## src/sv/pgs_pkg.sv

```systemverilog
// Shared types and constants for the permutation generator with sign.
// No dependencies; every other file of the block but pgs_req_if imports this package.
`default_nettype none

package pgs_pkg;

   localparam int POS_W = 3;   // width of the position field of a result beat
   localparam int VAL_W = 3;   // width of the element value field
   localparam int CFG_W = 4;   // width of the element count register

   // Request kind as sorted by the front end.
   typedef enum logic {
      CMD_NEXT    = 1'b0,
      CMD_RESTART = 1'b1
   } pgs_kind_type;

   // Queued request as offered to the back end.
   typedef struct packed {
      logic         valid;
      pgs_kind_type kind;
   } pgs_cmd_type;

endpackage

`default_nettype wire

```

## src/sv/pgs_req_if.sv

```systemverilog
// Request channel: valid/ready plus the restart flag.
// No dependencies; it does not import pgs_pkg.
`default_nettype none

interface pgs_req_if;
   logic valid;
   logic ready;
   logic restart;

   modport source (output valid, output restart, input ready);
   modport sink   (input valid, input restart, output ready);
endinterface

`default_nettype wire

```

## src/sv/pgs_front.sv

```systemverilog
// Front end: accepts request beats, sorts them by kind and queues them.
// Depends on pgs_pkg and pgs_req_if.
`default_nettype none

module pgs_front import pgs_pkg::*; (
   input  logic       clock,
   input  logic       reset,
   pgs_req_if.sink    req_ch,
   input  logic       cmd_pop,
   output pgs_cmd_type cmd
);

   localparam int DEPTH = 2;
   localparam int PTR_W = $clog2(DEPTH);
   localparam int CNT_W = $clog2(DEPTH + 1);

   pgs_kind_type     kind_ff [DEPTH];
   logic [PTR_W-1:0] wr_ptr_ff, wr_ptr_in;
   logic [PTR_W-1:0] rd_ptr_ff, rd_ptr_in;
   logic [CNT_W-1:0] count_ff, count_in;
   logic             push;
   logic             pop;

   assign req_ch.ready = (count_ff != CNT_W'(DEPTH));
   assign push         = req_ch.valid && req_ch.ready;
   assign pop          = cmd_pop && (count_ff != '0);

   assign cmd.valid = (count_ff != '0);
   assign cmd.kind  = kind_ff[rd_ptr_ff];

   always_comb begin
      wr_ptr_in = push ? PTR_W'(wr_ptr_ff + 1'b1) : wr_ptr_ff;
      rd_ptr_in = pop  ? PTR_W'(rd_ptr_ff + 1'b1) : rd_ptr_ff;
      count_in  = count_ff;
      if (push && !pop) begin
         count_in = CNT_W'(count_ff + 1'b1);
      end else if (pop && !push) begin
         count_in = CNT_W'(count_ff - 1'b1);
      end
   end

   always_ff @(posedge clock) begin
      if (reset) begin
         wr_ptr_ff <= '0;
         rd_ptr_ff <= '0;
         count_ff  <= '0;
      end else begin
         wr_ptr_ff <= wr_ptr_in;
         rd_ptr_ff <= rd_ptr_in;
         count_ff  <= count_in;
      end
   end

   // classify on entry
   always_ff @(posedge clock) begin
      if (push) begin
         kind_ff[wr_ptr_ff] <= req_ch.restart ? CMD_RESTART : CMD_NEXT;
      end
   end

endmodule

`default_nettype wire

```

## src/flat_wrapper.sv

```systemverilog
// flat-port wrapper written by rule: the top's interface ports become plain ports
module pgs_front_flat import pgs_pkg::*;
  (clock, reset, cmd_pop, cmd, req_ch_valid, req_ch_restart, req_ch_ready);
  pgs_req_if req_ch_i ();
  input  logic clock;
  input  logic reset;
  input  logic cmd_pop;
  output pgs_cmd_type cmd;
  input wire logic [$bits(req_ch_i.valid)-1:0] req_ch_valid;
  input wire logic [$bits(req_ch_i.restart)-1:0] req_ch_restart;
  output wire logic [$bits(req_ch_i.ready)-1:0] req_ch_ready;
  assign req_ch_i.valid = req_ch_valid;
  assign req_ch_i.restart = req_ch_restart;
  assign req_ch_ready = req_ch_i.ready;
  pgs_front u_core (.clock(clock), .reset(reset), .req_ch(req_ch_i), .cmd_pop(cmd_pop), .cmd(cmd));
endmodule
```

## config.mk

```make
export PLATFORM = sky130hd
export DESIGN_NAME = pgs_front_flat
export DESIGN_NICKNAME = d
export VERILOG_FILES = /design/src/sv/pgs_pkg.sv /design/src/sv/pgs_req_if.sv /design/src/sv/pgs_front.sv /design/src/flat_wrapper.sv
export SDC_FILE = /design/constraint.sdc
export NUM_CORES = 1
export LEC_CHECK = 0
export BUFFER_PORTS_ARGS = -buffer_cell sky130_fd_sc_hd__buf_2
export CAP_MARGIN = 25
export CORE_AREA = 2 2 39 41
export CTS_BUF_LIST = sky130_fd_sc_hd__clkbuf_16
export CTS_CLUSTER_DIAMETER = 30
export DETAILED_ROUTE_END_ITERATION = 16
export DIE_AREA = 0 0 41 43
export REMOVE_ABC_BUFFERS = 1
export SLEW_MARGIN = 30
export SYNTH_ARGS = -nofsm -noshare
export SYNTH_HDL_FRONTEND = slang
export SYNTH_SLANG_ARGS = --single-unit
```

## constraint.sdc

```tcl
create_clock -name clock -period 2.97 [get_ports clock]
set_input_delay 0.4455 -clock clock [delete_from_list [all_inputs] [get_ports clock]]
set_output_delay 0.4455 -clock clock [all_outputs]
set_load 0.05 [all_outputs]
```

==> impl_metrics.ini, run 1 <==
[status]
status = complete, no violations

[clocking]
cts.sinks = 7
htreeDepth = 1
clock-root-buffer = clkbuf_16
cts.reportedPaths.clkPinSlew_ns = 0.04
clock_latency_ns = 0.23
cts_buffer_depth = 2
cts_tree = done
ctsHoldBuffers = 0
cts_buffers = 3
cts_setup_buffers = 0
post_cts_resized = 0

[placed_design]
portBuffers = 7
place.gp.congestion = 0.606
placedCellCount = 50
pre_cts_slack_ns = 1.39

[run]
maxCapViolations = 0

[grt]
grt_pass1_wl_um = 814
grt_use_total = 0.0734
overflow = 0
grt_max_degree = 6
grt_antenna_before_repair = 0
grt_pass1_vias = 205

[timing]
post-route-period-util = 0.521
finalSetupTns_ns = 0
hold_viol = 0
fmax_mhz = 646
finClkSkew_ns = 0.000859
hold-worst-slack_ns = 0.407
tightest_slew_ns = 0.296
setup_slack_ns = 1.42
slew_headroom = 0.801
final_max_slew_viol_count = 0
rsz0062_at_grt = false
setup_viol_count_final = 0
period_minus_slack_ns = 1.55

[critical_path]
r2r_cells = 5
rr_startpoint = u_core.count_ff[0]
cp.required_ns = 3.13
cp_slowest_cell = or3_1
cp_max_fo = 5
crit_start = u_core.count_ff[0]
cp_cell_sequence = nand2b_4 > and2_1 > ha_1 > or3_1 > a21oi_1
crit_path_end_kind = flip-flop
worstSetupPathType = reg -> reg
r2r_setup_slack_ns = 1.42
cp-start-kind = flip-flop
rr_endpoint = u_core.count_ff[1]
arrival_ns = 1.71
slowest_delay_ns = 0.37

[die]
rows = 14
dieWidth_um = 41
start_util = 0.218
ios = 8
coreArea_um2 = 1380
fp.dieH_um = 43
dieArea_um2 = 1760

[synth]
post-synth-top-area-fraction = 0.332
ys_seq_elements = 7
synth_cell_type_count = 16
syn_area_um2 = 302
synth_largest_area_cell = dfxtp_1
synthCells = 27
syn_avg_cell_area_um2 = 11.2
synthTopCellsByArea = dfxtp_1, edfxtp_1, xor2_1
synth_warnings = 0
seq_area_frac_synth = 0.531

[routing]
drtAntennaViolNets = 0
drc_errors = 0
drt_pass1_iterations = 1
wl_per_cell_um = 8.76
routed_wl_um = 473
drtIter0Drc = 0
vias_per_cell = 3.96
vias = 214

[hold_path]
hold_depth = 1
holdPathEnd = u_core.kind_ff[1]
hold_path.class = in -> reg
holdCritStartpoint = req_ch_restart

[layout]
utilization = 0.315
fin_cells = 54
nets = 45
area_delta_synth_final_pct = 44.4
num_antenna_cells = 0
drive_above_1_share = 0.368

[pwr]
p_leak_nw = 0.198
power_density_nw_per_um2 = 1280
vdd_drop_max_mv = 0.261
Yosys cell counts:
| cell | instances |
|---|---|
| ha_1 | 1 |
| mux2_2 | 1 |
| edfxtp_1 | 2 |
| nor2_1 | 3 |
| or2_2 | 1 |
| o21ai_0 | 2 |
| xor2_1 | 3 |
| nand2b_4 | 1 |
| dfxtp_1 | 5 |
| a21bo_2 | 1 |
| and2_1 | 1 |
| inv_1 | 1 |
| or3_1 | 1 |
| a21oi_1 | 2 |
| nand3b_1 | 1 |
| and3_1 | 1 |
area by class of cell:
type / count / area (µm²)
clock inverter: 1 / 3.75
inverter: 1 / 3.75
sequential: 7 / 160
clock buffer: 3 / 75.1
multi-input combinational: 19 / 138
fill: 150 / 948
timing repair buffer: 7 / 35.0
tap: 16 / 20.0
how the worst max path moves through the flow:
stage                     slack, ns  depth (start not counted)                 end
after floorplan                1.37                          5  u_core.count_ff[1]
after global placement         1.40                          5  u_core.count_ff[1]
after detailed placement       1.39                          5  u_core.count_ff[1]
after CTS                      1.42                          5  u_core.count_ff[1]
after global routing           1.29                          4  u_core.count_ff[1]
final                          1.42                          5  u_core.count_ff[1]
power by group:
group	internal, mW	switching (mW)
logic	0.0696	0.116
registers	0.128	0.0216
clock network	0.175	0.0501
placed cells by master (no fill, tap or decap):
cell / n
and2_1: 1
clkbuf_16: 3
nor2_1: 3
edfxtp_1: 2
ha_1: 1
nand2b_4: 1
or2_2: 1
and3_1: 1
or3_1: 1
dfxtp_1: 5
a21bo_2: 1
inv_1: 2
o21ai_0: 2
a21oi_1: 2
buf_2: 7
xor2_1: 3
mux2_2: 1
nand3b_1: 1
critical path, delay by kind of cell, from the launching register on:
family,cells,cell delay (ns)
adders and majority gates,1,0.31
AOI/OAI and AO/OA,1,0.13
and+or+nand+nor,3,0.70
DFF,1,0.34
metal layers:
metal,part of all wire,wire length [µm],global-route usage
met5,0,0,0
met4,0,0,0.0600
met3,0.089,42,0.0471
met2,0.52,244,0.100
met1,0.39,186,0.0742
cell families after synthesis:
kind of cell | Yosys count | share of synthesized area
AO/OA/AOI/OAI | 5 | 0.0996
buffers and inverters | 1 | 0.0124
adder cells (fa/ha/maj) | 1 | 0.0415
flip-flops | 7 | 0.531
XOR/XNOR | 3 | 0.0872
AND/OR/NAND/NOR | 9 | 0.191
multiplexers | 1 | 0.0373
metrics by stage:
step	area (µm²)	total power, mW
floorplan	302	0.303
global placement	357	0.335
detailed placement	357	0.337
CTS	435	0.569
global route	435	0.593
finish	435	0.559
(Power assumes the default switching activity.)
==> run 2, diff against run 1 <==
- ABC_AREA: unset -> 1
- clock period: 2.97 -> 1.3 ns (I/O delays scaled with it)
==> impl_metrics.ini, run 2 <==
[synth]
synth_cell_type_count = 16
synth_edf_count = 2
synth_largest_area_cell = dfxtp_1
yosys-top-cells-count = nand2_1, nor2_1, inv_1
syn_avg_cell_area_um2 = 8.04
seq_area_frac_synth = 0.498
syn_area_um2 = 322
post-synth-top-area-fraction = 0.311
synthTopCellsByArea = dfxtp_1, edfxtp_1, nand2_1
synth_warnings = 0
synthCells = 40
ys_async_sr_fraction = 0
ys.flop_type = dfxtp_1
ys_seq_elements = 7

[die]
rows = 14
coreArea_um2 = 1380
ios = 8
dieWidth_um = 41
fp.dieH_um = 43
start_util = 0.232
dieArea_um2 = 1760

[grt]
overflow = 0
met3_usage = 0.0628
grt_pass1_vias = 258
grt_pass1_wl_um = 938
grt_antenna_before_repair = 0
grtUsageMet2 = 0.119
met1_usage = 0.0882
grt_max_degree = 5
grt_use_total = 0.0807
grt_busiest_layer = met2

[clocking]
clock-root-buffer = clkbuf_16
cts.reportedPaths.clkPinSlew_ns = 0.03
clock_latency_ns = 0.23
cts.sinks = 7
ctsHoldBuffers = 0
cts_buffers = 3
cts_buffer_depth = 2
htreeDepth = 1
cts_tree = done

[critical_path]
cp.depth = 2
cp-start-kind = flip-flop
crit_path_end_kind = output port
path_delay_family = multiplexers
cp_slowest_cell = mux2_2
cp_max_fo = 1
worstPathBufferInverterCount = 1
arrival_ns = 1.06
cp_cell_sequence = mux2_2 > buf_2
r2r_cells = 10
worstSetupPathType = reg -> out
slowest_delay_ns = 0.32
cp.required_ns = 1.11

[routing]
wl_per_cell_um = 8.75
vias = 281
drtIter0Drc = 4
drtAntennaViolNets = 0
vias_per_cell = 4.07
drc_errors = 0
routed_wl_um = 604
drt_pass1_iterations = 2

[timing]
period_minus_slack_ns = 1.26
setup_viol_count_final = 0
rsz0062_at_grt = false
fmax_mhz = 796
tightest_slew_ns = 0.248
post-route-period-util = 0.966
final_max_slew_viol_count = 0
hold_viol = 0
finClkSkew_ns = 0.00103
slew_headroom = 0.836

[placed_design]
dp_hpwl_um = 418
placedCellCount = 64
portBuffers = 7
place.gp.congestion = 0.720

[layout]
nets = 60
final_common_cell = nor2_1
utilization = 0.366
drive_above_1_share = 0.453
most-common-layout-cells = nor2_1, inv_1, buf_2, nand2_1
area_delta_synth_final_pct = 57.6
num_antenna_cells = 0
fin_cells = 69

[pwr]
vdd_drop_max_mv = 1.00
p_leak_nw = 0.240
power_density_nw_per_um2 = 2930

[hold_path]
hold_path.class = in -> reg
hold_depth = 1

[status]
status = complete, no violations

[run]
maxCapViolations = 0
==> run 2: cell type report <==
type / instances / area (µm²)
fillers: 137 / 877
flip-flops and latches: 7 / 163
clock buffers: 3 / 75.1
clock inverters: 1 / 3.75
multi-input cells: 25 / 156
well taps: 16 / 20.0
repair buffers: 9 / 56.3
inverters: 8 / 32.5
==> run 2: metrics by stage <==
stage	area (µm²)	total power [mW]	hold slack (ns)	worst slack [ns]	TNS [ns]
after floorplan	322	0.712	0.294	-0.267	-0.494
after global placement	384	0.825	0.389	0.0232	0
after detailed placement	384	0.830	0.391	0.00982	0
after CTS	463	1.35	0.156	0.00269	0
after global routing	507	1.57	0.157	0.0148	0
final	507	1.49	0.161	0.0445	0
==> run 2: timing repair <==
action | 4_1_cts | 5_1_grt
setup buffers | 0 | 1
endpoints found under the hold margin | 0 | 0
gates resized for setup | 0 | 13
endpoints found under the setup margin | 0 | 3
==> run 2: final timing paths <==
check	slack, ns	startpoint	to
setup / recovery	0.04	flip-flop	cmd[0]
hold / removal	0.16	req_ch_restart	u_core.kind_ff[0]
setup reg to reg	0.08	u_core.count_ff[0]	u_core.count_ff[1]
hold reg to reg	0.45	u_core.count_ff[0]	u_core.count_ff[0]
==> run 2: worst reg2reg max path: stages (launching register included) <==
cell and delay (ns):
dfxtp_2 0.33, inv_2 0.09, nand2_4 0.06, nand2_4 0.09, inv_4 0.04, ha_4 0.25
inv_2 0.04, nand3_1 0.08, nand2_1 0.05, inv_1 0.05, nor2_1 0.03
==> run 2: cell families after synthesis <==
kind of cell               count (synthesis)  share of synthesized area
buffers and inverters                      8                     0.0972
DFF                                        7                      0.498
muxes                                      1                     0.0350
adders and majority gates                  1                     0.0389
and+or+nand+nor                           19                      0.269
AOI/OAI and AO/OA                          4                     0.0622
==> run 2: metal layers <==
layer | wire, µm | part of all wire
met3 | 44 | 0.073
met1 | 279 | 0.46
met2 | 281 | 0.47
met4 | 0 | 0
met5 | 0 | 0
==> run 2: where the power goes <==
group	internal (mW)	switching, mW	total [mW]
Clock	0.399	0.108	0.508
Combinational	0.239	0.395	0.634
Sequential	0.297	0.0478	0.345
Total	0.935	0.551	1.49
